===== src/rtl/sha256_stream_hasher_top_macros.svh =====
// Assertion macros for the SHA-256 stream hasher top level.
// Used by sha256_stream_hasher_top.sv; expects i_clk and i_rst_n in scope.
`ifndef SHA256_STREAM_HASHER_TOP_MACROS_SVH
`define SHA256_STREAM_HASHER_TOP_MACROS_SVH

// same-cycle implication, checked outside reset
`define SHS_ASSERT_NOW(lbl, ante, cons, msg) \
    lbl: assert property (@(posedge i_clk) disable iff (!i_rst_n) (ante) |-> (cons)) \
        else $error(msg);

// next-cycle implication, checked outside reset
`define SHS_ASSERT_NEXT(lbl, ante, cons, msg) \
    lbl: assert property (@(posedge i_clk) disable iff (!i_rst_n) (ante) |=> (cons)) \
        else $error(msg);

`endif


===== src/rtl/shs_pkg.sv =====
// Shared types and constants for the SHA-256 stream hasher.
// No dependencies; imported by the controller, datapath and top level.
`default_nettype none

package shs_pkg;

    localparam logic [5:0] FILL_LAST  = 6'd63;
    localparam logic [5:0] ROUND_LAST = 6'd63;
    localparam logic [5:0] LEN_POS    = 6'd56;
    localparam logic [2:0] WORD_LAST  = 3'd7;
    localparam logic [7:0] PAD_BYTE   = 8'h80;

    localparam logic [31:0] IV [8] = '{
        32'h6a09e667, 32'hbb67ae85, 32'h3c6ef372, 32'ha54ff53a,
        32'h510e527f, 32'h9b05688c, 32'h1f83d9ab, 32'h5be0cd19
    };

    localparam logic [31:0] K_TABLE [64] = '{
        32'h428a2f98, 32'h71374491, 32'hb5c0fbcf, 32'he9b5dba5,
        32'h3956c25b, 32'h59f111f1, 32'h923f82a4, 32'hab1c5ed5,
        32'hd807aa98, 32'h12835b01, 32'h243185be, 32'h550c7dc3,
        32'h72be5d74, 32'h80deb1fe, 32'h9bdc06a7, 32'hc19bf174,
        32'he49b69c1, 32'hefbe4786, 32'h0fc19dc6, 32'h240ca1cc,
        32'h2de92c6f, 32'h4a7484aa, 32'h5cb0a9dc, 32'h76f988da,
        32'h983e5152, 32'ha831c66d, 32'hb00327c8, 32'hbf597fc7,
        32'hc6e00bf3, 32'hd5a79147, 32'h06ca6351, 32'h14292967,
        32'h27b70a85, 32'h2e1b2138, 32'h4d2c6dfc, 32'h53380d13,
        32'h650a7354, 32'h766a0abb, 32'h81c2c92e, 32'h92722c85,
        32'ha2bfe8a1, 32'ha81a664b, 32'hc24b8b70, 32'hc76c51a3,
        32'hd192e819, 32'hd6990624, 32'hf40e3585, 32'h106aa070,
        32'h19a4c116, 32'h1e376c08, 32'h2748774c, 32'h34b0bcb5,
        32'h391c0cb3, 32'h4ed8aa4a, 32'h5b9cca4f, 32'h682e6ff3,
        32'h748f82ee, 32'h78a5636f, 32'h84c87814, 32'h8cc70208,
        32'h90befffa, 32'ha4506ceb, 32'hbef9a3f7, 32'hc67178f2
    };

    typedef enum logic [1:0] {
        SEL_DATA = 2'd0,
        SEL_PAD  = 2'd1,
        SEL_ZERO = 2'd2,
        SEL_LEN  = 2'd3
    } t_byte_sel;

    typedef struct packed {
        logic       shift_en;
        t_byte_sel  byte_sel;
        logic [2:0] len_idx;
        logic       count_bits;
        logic       load_work;
        logic       round_en;
        logic [5:0] round_idx;
        logic       fold;
        logic       restart;
        logic [2:0] word_idx;
    } t_dp_cmd;

    function automatic logic [31:0] k_const(input logic [5:0] idx);
        return K_TABLE[idx];
    endfunction

endpackage

`default_nettype wire


===== src/rtl/shs_if.sv =====
// Stream channel interfaces: message bytes in, digest words out.
// Depends on nothing; used by the top level.
`default_nettype none

interface shs_msg_if;
    logic       valid;
    logic       ready;
    logic [7:0] data_byte;
    logic       byte_valid;
    logic       end_of_message;

    modport source (output valid, data_byte, byte_valid, end_of_message, input ready);
    modport sink (input valid, data_byte, byte_valid, end_of_message, output ready);
endinterface

interface shs_dig_if;
    logic        valid;
    logic        ready;
    logic [31:0] digest_word;
    logic [2:0]  word_index;
    logic        last_word;

    modport source (output valid, digest_word, word_index, last_word, input ready);
    modport sink (input valid, digest_word, word_index, last_word, output ready);
endinterface

`default_nettype wire


===== src/rtl/shs_datapath.sv =====
// SHA-256 datapath: message window/schedule, working vars, chain words, bit count.
// Depends on shs_pkg; driven by shs_ctrl commands.
`default_nettype none

module shs_datapath
    import shs_pkg::*;
(
    input  wire logic        i_clk,
    input  wire logic        i_rst_n,
    input  wire t_dp_cmd     i_cmd,
    input  wire logic [7:0]  i_data_byte,
    output logic      [31:0] o_digest_word
);

    logic [31:0] r_win [16];
    logic [31:0] r_v [8];
    logic [31:0] r_h [8];
    logic [63:0] r_bits;

    logic [7:0]  byte_in;
    logic [5:0]  len_shift;
    logic [31:0] w_new;
    logic [31:0] t1;
    logic [31:0] t2;

    function automatic logic [31:0] rotr(input logic [31:0] x, input int unsigned n);
        return (x >> n) | (x << (32 - n));
    endfunction

    function automatic logic [31:0] sig0(input logic [31:0] x);
        return rotr(x, 7) ^ rotr(x, 18) ^ (x >> 3);
    endfunction

    function automatic logic [31:0] sig1(input logic [31:0] x);
        return rotr(x, 17) ^ rotr(x, 19) ^ (x >> 10);
    endfunction

    function automatic logic [31:0] bsig0(input logic [31:0] x);
        return rotr(x, 2) ^ rotr(x, 13) ^ rotr(x, 22);
    endfunction

    function automatic logic [31:0] bsig1(input logic [31:0] x);
        return rotr(x, 6) ^ rotr(x, 11) ^ rotr(x, 25);
    endfunction

    assign len_shift = {3'd7 - i_cmd.len_idx, 3'b000};

    always_comb begin
        case (i_cmd.byte_sel)
            SEL_DATA: byte_in = i_data_byte;
            SEL_PAD:  byte_in = PAD_BYTE;
            SEL_ZERO: byte_in = 8'h00;
            SEL_LEN:  byte_in = r_bits[len_shift +: 8];
            default:  byte_in = 8'h00;
        endcase
    end

    // window holds w[t..t+15]; next word from taps 0, 1, 9, 14
    assign w_new = sig1(r_win[14]) + r_win[9] + sig0(r_win[1]) + r_win[0];

    assign t1 = r_v[7] + bsig1(r_v[4]) + ((r_v[4] & r_v[5]) ^ (~r_v[4] & r_v[6]))
              + k_const(i_cmd.round_idx) + r_win[0];
    assign t2 = bsig0(r_v[0]) + ((r_v[0] & r_v[1]) ^ (r_v[0] & r_v[2]) ^ (r_v[1] & r_v[2]));

    always_ff @(posedge i_clk) begin
        if (i_cmd.shift_en) begin
            for (int i = 0; i < 15; i++) begin
                r_win[i] <= {r_win[i][23:0], r_win[i+1][31:24]};
            end
            r_win[15] <= {r_win[15][23:0], byte_in};
        end else if (i_cmd.round_en) begin
            for (int i = 0; i < 15; i++) begin
                r_win[i] <= r_win[i+1];
            end
            r_win[15] <= w_new;
        end
    end

    always_ff @(posedge i_clk) begin
        if (i_cmd.load_work) begin
            for (int i = 0; i < 8; i++) begin
                r_v[i] <= r_h[i];
            end
        end else if (i_cmd.round_en) begin
            r_v[7] <= r_v[6];
            r_v[6] <= r_v[5];
            r_v[5] <= r_v[4];
            r_v[4] <= r_v[3] + t1;
            r_v[3] <= r_v[2];
            r_v[2] <= r_v[1];
            r_v[1] <= r_v[0];
            r_v[0] <= t1 + t2;
        end
    end

    always_ff @(posedge i_clk) begin
        if (!i_rst_n || i_cmd.restart) begin
            for (int i = 0; i < 8; i++) begin
                r_h[i] <= IV[i];
            end
            r_bits <= '0;
        end else begin
            if (i_cmd.fold) begin
                for (int i = 0; i < 8; i++) begin
                    r_h[i] <= r_h[i] + r_v[i];
                end
            end
            if (i_cmd.count_bits) begin
                r_bits <= r_bits + 64'd8;
            end
        end
    end

    assign o_digest_word = r_h[i_cmd.word_idx];

endmodule

`default_nettype wire


===== src/rtl/shs_ctrl.sv =====
// SHA-256 controller: byte intake, padding sequence, round counting, digest output.
// Depends on shs_pkg; commands shs_datapath.
`default_nettype none

module shs_ctrl
    import shs_pkg::*;
(
    input  wire logic       i_clk,
    input  wire logic       i_rst_n,
    input  wire logic       i_in_valid,
    input  wire logic       i_byte_valid,
    input  wire logic       i_end_of_message,
    output logic            o_in_ready,
    output logic            o_out_valid,
    input  wire logic       i_out_ready,
    output logic      [2:0] o_word_index,
    output logic            o_last_word,
    output t_dp_cmd         o_cmd
);

    typedef enum logic [6:0] {
        S_IDLE   = 7'b0000001,
        S_PAD80  = 7'b0000010,
        S_PADZ   = 7'b0000100,
        S_PADLEN = 7'b0001000,
        S_COMP   = 7'b0010000,
        S_FOLD   = 7'b0100000,
        S_EMIT   = 7'b1000000
    } t_state;

    t_state     r_state, n_state;
    t_state     r_ret, n_ret;
    logic [5:0] r_fill, n_fill;
    logic [5:0] r_round, n_round;
    logic [2:0] r_widx, n_widx;
    t_dp_cmd    cmd;

    always_comb begin
        n_state       = r_state;
        n_ret         = r_ret;
        n_fill        = r_fill;
        n_round       = r_round;
        n_widx        = r_widx;
        cmd           = '0;
        cmd.byte_sel  = SEL_DATA;
        cmd.len_idx   = r_fill[2:0];
        cmd.round_idx = r_round;
        cmd.word_idx  = r_widx;
        o_in_ready    = 1'b0;
        o_out_valid   = 1'b0;

        unique case (r_state)
            S_IDLE: begin
                o_in_ready = 1'b1;
                if (i_in_valid) begin
                    if (i_byte_valid) begin
                        cmd.shift_en   = 1'b1;
                        cmd.count_bits = 1'b1;
                        n_fill         = r_fill + 6'd1;
                        if (r_fill == FILL_LAST) begin
                            cmd.load_work = 1'b1;
                            n_round       = '0;
                            n_state       = S_COMP;
                            n_ret         = i_end_of_message ? S_PAD80 : S_IDLE;
                        end else if (i_end_of_message) begin
                            n_state = S_PAD80;
                        end
                    end else if (i_end_of_message) begin
                        n_state = S_PAD80;
                    end
                end
            end
            S_PAD80: begin
                cmd.shift_en = 1'b1;
                cmd.byte_sel = SEL_PAD;
                n_fill       = r_fill + 6'd1;
                n_state      = S_PADZ;
                if (r_fill == FILL_LAST) begin
                    cmd.load_work = 1'b1;
                    n_round       = '0;
                    n_state       = S_COMP;
                    n_ret         = S_PADZ;
                end
            end
            S_PADZ: begin
                if (r_fill == LEN_POS) begin
                    n_state = S_PADLEN;
                end else begin
                    cmd.shift_en = 1'b1;
                    cmd.byte_sel = SEL_ZERO;
                    n_fill       = r_fill + 6'd1;
                    if (r_fill == FILL_LAST) begin
                        cmd.load_work = 1'b1;
                        n_round       = '0;
                        n_state       = S_COMP;
                        n_ret         = S_PADZ;
                    end
                end
            end
            S_PADLEN: begin
                cmd.shift_en = 1'b1;
                cmd.byte_sel = SEL_LEN;
                n_fill       = r_fill + 6'd1;
                if (r_fill == FILL_LAST) begin
                    cmd.load_work = 1'b1;
                    n_round       = '0;
                    n_state       = S_COMP;
                    n_ret         = S_EMIT;
                end
            end
            S_COMP: begin
                cmd.round_en = 1'b1;
                n_round      = r_round + 6'd1;
                if (r_round == ROUND_LAST) begin
                    n_state = S_FOLD;
                end
            end
            S_FOLD: begin
                cmd.fold = 1'b1;
                n_widx   = '0;
                n_state  = r_ret;
            end
            S_EMIT: begin
                o_out_valid = 1'b1;
                if (i_out_ready) begin
                    n_widx = r_widx + 3'd1;
                    if (r_widx == WORD_LAST) begin
                        cmd.restart = 1'b1;
                        n_state     = S_IDLE;
                    end
                end
            end
            default: begin
                n_state = S_IDLE;
            end
        endcase
    end

    always_ff @(posedge i_clk) begin
        if (!i_rst_n) begin
            r_state <= S_IDLE;
            r_ret   <= S_IDLE;
            r_fill  <= '0;
            r_round <= '0;
            r_widx  <= '0;
        end else begin
            r_state <= n_state;
            r_ret   <= n_ret;
            r_fill  <= n_fill;
            r_round <= n_round;
            r_widx  <= n_widx;
        end
    end

    assign o_cmd        = cmd;
    assign o_word_index = r_widx;
    assign o_last_word  = (r_widx == WORD_LAST);

endmodule

`default_nettype wire


===== src/rtl/sha256_stream_hasher_top.sv =====
// SHA-256 stream hasher. One message byte per input transfer; a transfer with
// end_of_message pads the message and produces the digest as eight 32-bit words,
// H0 first, then the hasher starts over from the initial hash values. The 64th
// byte of a block starts a compression in the single round unit: 64 rounds plus
// a fold step, with input held off until the hasher is back in idle. On the end
// transfer, padding is shifted in one byte per cycle up to the block end, apart
// from a compression when a block fills (a second block when fewer than nine
// bytes remain); each padded block is compressed, and the eight digest words
// follow as eight output transfers.
// Depends on shs_pkg, shs_if, shs_ctrl, shs_datapath and the macros header.
`default_nettype none

`include "sha256_stream_hasher_top_macros.svh"

module sha256_stream_hasher_top
    import shs_pkg::*;
(
    input  wire logic i_clk,
    input  wire logic i_rst_n,
    shs_msg_if.sink   i_msg,
    shs_dig_if.source o_dig
);

    t_dp_cmd cmd;

    shs_ctrl u_ctrl (
        .i_clk            (i_clk),
        .i_rst_n          (i_rst_n),
        .i_in_valid       (i_msg.valid),
        .i_byte_valid     (i_msg.byte_valid),
        .i_end_of_message (i_msg.end_of_message),
        .o_in_ready       (i_msg.ready),
        .o_out_valid      (o_dig.valid),
        .i_out_ready      (o_dig.ready),
        .o_word_index     (o_dig.word_index),
        .o_last_word      (o_dig.last_word),
        .o_cmd            (cmd)
    );

    shs_datapath u_datapath (
        .i_clk         (i_clk),
        .i_rst_n       (i_rst_n),
        .i_cmd         (cmd),
        .i_data_byte   (i_msg.data_byte),
        .o_digest_word (o_dig.digest_word)
    );

    `SHS_ASSERT_NOW(a_no_overlap, i_msg.ready, !o_dig.valid, "input open while digest pending")
    `SHS_ASSERT_NEXT(a_word_step, o_dig.valid && o_dig.ready && !o_dig.last_word, o_dig.valid && (o_dig.word_index == $past(o_dig.word_index) + 3'd1), "digest word sequence broken")
    `SHS_ASSERT_NEXT(a_back_idle, o_dig.valid && o_dig.ready && o_dig.last_word, i_msg.ready && !o_dig.valid, "not idle after digest")

endmodule

`default_nettype wire

===== src/flat_wrapper.sv =====
// flat-port wrapper written by rule: the top's interface ports become plain ports
module sha256_stream_hasher_top_flat import shs_pkg::*;
  (i_clk, i_rst_n, i_msg_valid, i_msg_data_byte, i_msg_byte_valid, i_msg_end_of_message, i_msg_ready, o_dig_valid, o_dig_digest_word, o_dig_word_index, o_dig_last_word, o_dig_ready);
  shs_msg_if i_msg_i ();
  shs_dig_if o_dig_i ();
  input  wire logic i_clk;
  input  wire logic i_rst_n;
  input wire logic [$bits(i_msg_i.valid)-1:0] i_msg_valid;
  input wire logic [$bits(i_msg_i.data_byte)-1:0] i_msg_data_byte;
  input wire logic [$bits(i_msg_i.byte_valid)-1:0] i_msg_byte_valid;
  input wire logic [$bits(i_msg_i.end_of_message)-1:0] i_msg_end_of_message;
  output wire logic [$bits(i_msg_i.ready)-1:0] i_msg_ready;
  output wire logic [$bits(o_dig_i.valid)-1:0] o_dig_valid;
  output wire logic [$bits(o_dig_i.digest_word)-1:0] o_dig_digest_word;
  output wire logic [$bits(o_dig_i.word_index)-1:0] o_dig_word_index;
  output wire logic [$bits(o_dig_i.last_word)-1:0] o_dig_last_word;
  input wire logic [$bits(o_dig_i.ready)-1:0] o_dig_ready;
  assign i_msg_i.valid = i_msg_valid;
  assign i_msg_i.data_byte = i_msg_data_byte;
  assign i_msg_i.byte_valid = i_msg_byte_valid;
  assign i_msg_i.end_of_message = i_msg_end_of_message;
  assign i_msg_ready = i_msg_i.ready;
  assign o_dig_valid = o_dig_i.valid;
  assign o_dig_digest_word = o_dig_i.digest_word;
  assign o_dig_word_index = o_dig_i.word_index;
  assign o_dig_last_word = o_dig_i.last_word;
  assign o_dig_i.ready = o_dig_ready;
  sha256_stream_hasher_top u_core (.i_clk(i_clk), .i_rst_n(i_rst_n), .i_msg(i_msg_i), .o_dig(o_dig_i));
endmodule

===== config.mk =====
export PLATFORM = sky130hd
export DESIGN_NAME = sha256_stream_hasher_top_flat
export DESIGN_NICKNAME = d
export VERILOG_FILES = /design/src/rtl/shs_pkg.sv /design/src/rtl/shs_if.sv /design/src/rtl/shs_datapath.sv /design/src/rtl/shs_ctrl.sv /design/src/rtl/sha256_stream_hasher_top.sv /design/src/flat_wrapper.sv
export VERILOG_INCLUDE_DIRS = /design/src /design/src/rtl
export SDC_FILE = /design/constraint.sdc
export NUM_CORES = 2
export LEC_CHECK = 0
export ABC_AREA = 1
export BUFFER_PORTS_ARGS = -buffer_cell sky130_fd_sc_hd__buf_2
export CAP_MARGIN = 10
export CORE_MARGIN = 3
export CORE_UTILIZATION = 39
export CTS_CLUSTER_DIAMETER = 120
export DETAILED_ROUTE_END_ITERATION = 10
export MAX_ROUTING_LAYER = met4
export PLACE_DENSITY_LB_ADDON = 0.25
export SETUP_SLACK_MARGIN = 0.15
export SYNTH_ARGS = -nofsm -noshare
export SYNTH_HDL_FRONTEND = slang
export SYNTH_HIERARCHICAL = 1
export SYNTH_SLANG_ARGS = --single-unit

===== constraint.sdc =====
create_clock -name i_clk -period 31.2 [get_ports i_clk]
set_input_delay 3.12 -clock i_clk [delete_from_list [all_inputs] [get_ports i_clk]]
set_output_delay 3.12 -clock i_clk [all_outputs]
set_load 0.05 [all_outputs]

==> impl_metrics.env <==
export IMPL_status="finished clean"
export IMPL_root_buffer="clkbuf_16"
export IMPL_grt_pass1_wl_mm=455.9
export IMPL_rrSetupSlack_ns=21.64
export IMPL_h_tree_depth=4
export IMPL_cts_tree="yes"
export IMPL_ys_warn_count=6
export IMPL_synth_cell_types=70
export IMPL_critPathCaptureType="flop"
export IMPL_post_cts_setup_buffers=0
export IMPL_worstSetupPathType="reg -> reg"
export IMPL_ys_flop_type="edfxtp_1"
export IMPL_setup_viol=0
export IMPL_cp_required_ns=31.74
export IMPL_yosysTopAreaCell="edfxtp_1"
export IMPL_fin_area_mm2=0.08652
export IMPL_cpPeakStageDelay_ns=0.69
export IMPL_postCtsHoldBufs=0
export IMPL_num_io_pins=52
export IMPL_start_util_pct=39.47
export IMPL_clock_skew_ns=0.04267
export IMPL_max_freq_ghz=0.1046
export IMPL_layout_common_cells="nand2_1, inv_1, edfxtp_1"
export IMPL_period_share_pct=30.63
export IMPL_fin_nets=10100
export IMPL_tns_ns=0
export IMPL_die_area_mm2=0.2090
export IMPL_critPathTopFamily="adder cells"
export IMPL_syn2layout_area_growth_pct=8.994
export IMPL_syn_num_nets=10210
export IMPL_holdWs_ns=0.4628
export IMPL_critPathBufInv=8
export IMPL_clock_sinks=1111
export IMPL_vdd_drop_max_uv=62.11
export IMPL_clkLatencyLatePin_ns=0.80
export IMPL_cts_resized_gates=0
export IMPL_vias_per_cell=5.710
export IMPL_syn_area_mm2=0.07938
export IMPL_crit_path_top_delay_cell="dfxtp_1"
export IMPL_ys_seq_elements=1111
export IMPL_antenna_left=0
export IMPL_grt_overflow=0
export IMPL_drt_first_pass_iters=6
export IMPL_drive_gt1_share_pct=6.044
export IMPL_powerDensity_mw_per_mm2=62.88
export IMPL_wl_per_cell_um=26.04
export IMPL_start_kind="flop"
export IMPL_timing_slew_headroom_pct=18.40
export IMPL_synth_top_area_share_pct=38.74
export IMPL_grt_use_total_pct=30.45
export IMPL_clock_path_buffers=3
export IMPL_antenna_found_initial=23
export IMPL_maxCapViolCount=0
export IMPL_drtIter0Drc=8773
export IMPL_drt_total_wl_mm=319.3
export IMPL_ys_top_cells_by_area="edfxtp_1, nand2_1, o21ai_0, ha_1, inv_1"
export IMPL_min_path_type="reg -> reg"
export IMPL_vias=70010
export IMPL_placed_area_mm2=0.08212
export IMPL_worstMarginPinSlew_ns=1.211
export IMPL_synth_edf_count=1024
export IMPL_path_clk_slew_ns=0.06
export IMPL_grt_pass1_vias=65250
export IMPL_mostFrequentLayoutCell="nand2_1"
export IMPL_setup_ws_ns=21.64
export IMPL_slew_viol_final=0
export IMPL_synth_seq_area_share_pct=40.93
export IMPL_postLayoutCoreUtil_pct=43.02
export IMPL_syn_instance_count=9604
export IMPL_gp_congestion=1.009
export IMPL_dpl_worst_slack_ns=22.01
export IMPL_cpMostUsedCell="inv_1"
export IMPL_die_h_um=457.2
export IMPL_cts_made_buffers=136
export IMPL_core_area_mm2=0.2011
export IMPL_drc=0
export IMPL_synth_avg_cell_area_um2=8.265
export IMPL_hold_viol=0
export IMPL_num_rows=164
export IMPL_arrival_ns=10.10
export IMPL_crit_fanout=16
export IMPL_p_leak_nw=35.07
export IMPL_portBuffers=51
export IMPL_chipWidth_um=457.2
export IMPL_async_reset_ff_share_pct=0
export IMPL_grt_max_degree=206
export IMPL_rsz0062_at_grt="false"
export IMPL_min_period_ns=9.556
export IMPL_dp_hpwl_mm=250.3
==> final cells by class <==
class                           count  area (µm²)
Fill cell                       20250      114600
Clock inverter                     76       854.6
Multi-Input combinational cell   6815       40560
Inverter                         1314        4942
Tap cell                         2656        3323
Timing Repair Buffer              117       788.3
Antenna cell                        7       17.52
Clock buffer                      164        3530
Sequential cell                  1111       32500
==> logic make-up (layout without fill, tap and decap cells) <==
kind of cell	Yosys count	in the layout	synth area share [%]
compound gates	2385	2385	16.69
xor+xnor	338	338	3.729
fa+ha+maj	590	590	11.13
buf+inv	1678	1671	8.029
flops	1111	1111	40.93
mux	120	120	1.702
other cells	0	7	0
simple gates	3382	3382	17.79
==> registers in the layout, summed over array words and instances (netlist names) <==
register,count
u_core/u_datapath/r_win,512
u_core/u_datapath/r_h,256
u_core/u_datapath/r_v,256
u_core/u_datapath/r_bits,61
u_core/u_ctrl/r_state,7
u_core/u_ctrl/r_fill,6
u_core/u_ctrl/r_round,6
u_core/u_ctrl/r_ret,4
u_core/u_ctrl/o_word_index,3
==> synth_stat cells (all sizes together) (13+ instances only) <==
cell and number:
nor3 110, buf 57, o21ai 1010, xnor2 154, a21oi 843, o31ai 13
o21bai 91, xor2 184, a21boi 20, dfxtp 87, nand2 1921, fa 195
o221ai 19, a211oi 17, a31oi 86, mux2 120, clkbuf 307, inv 1312
o22ai 24, o21a 63, nand3b 26, nand4 87, nor2 759, a21o 78
nand3 363, nor4 33, o211ai 64, edfxtp 1024, a221oi 14, ha 392
or2 70
==> worst min-delay path: stages (launching register included) <==
cell,delay [ns]
dfxtp_1,0.31
nand2_1,0.06
a21oi_1,0.05
==> path summary, 6_finish.rpt <==
path / startpoint / depth (start not counted) / endpoint
max: u_core/u_ctrl/r_round[1] / 35 / u_core/u_datapath/r_v[0][28]
min: u_core/u_ctrl/r_ret[6] / 2 / u_core/u_ctrl/r_state[6]
max reg2reg: u_core/u_ctrl/r_round[1] / 35 / u_core/u_datapath/r_v[0][28]
min reg2reg: u_core/u_ctrl/r_ret[6] / 2 / u_core/u_ctrl/r_state[6]
==> metal layers <==
layer	wire length [µm]	share of wire (%)	vias up	global-route usage (%)
li1	-	-	32330	-
met1	148600	47	34170	44.98
met2	131200	41	3083	41.97
met3	29480	9.2	430	5.824
met4	9953	3.1	0	8.766
met5	0	0	-	-
==> metrics by stage <==
step,std cells,power [mW]
5_1_grt,12260,5.729
3_5_place_dp,12010,3.831
4_1_cts,12250,5.445
2_1_floorplan,9604,3.222
6_report,12260,5.440
3_3_place_gp,12010,3.836
==> power by group <==
group	leakage [nW]	internal [mW]	switching [mW]	total [mW]
registers	9.75	1.80	0.0978	1.90
logic	23.2	0.641	1.31	1.95
clock network	2.12	0.902	0.690	1.59
Power figures use the tool's default switching activity.
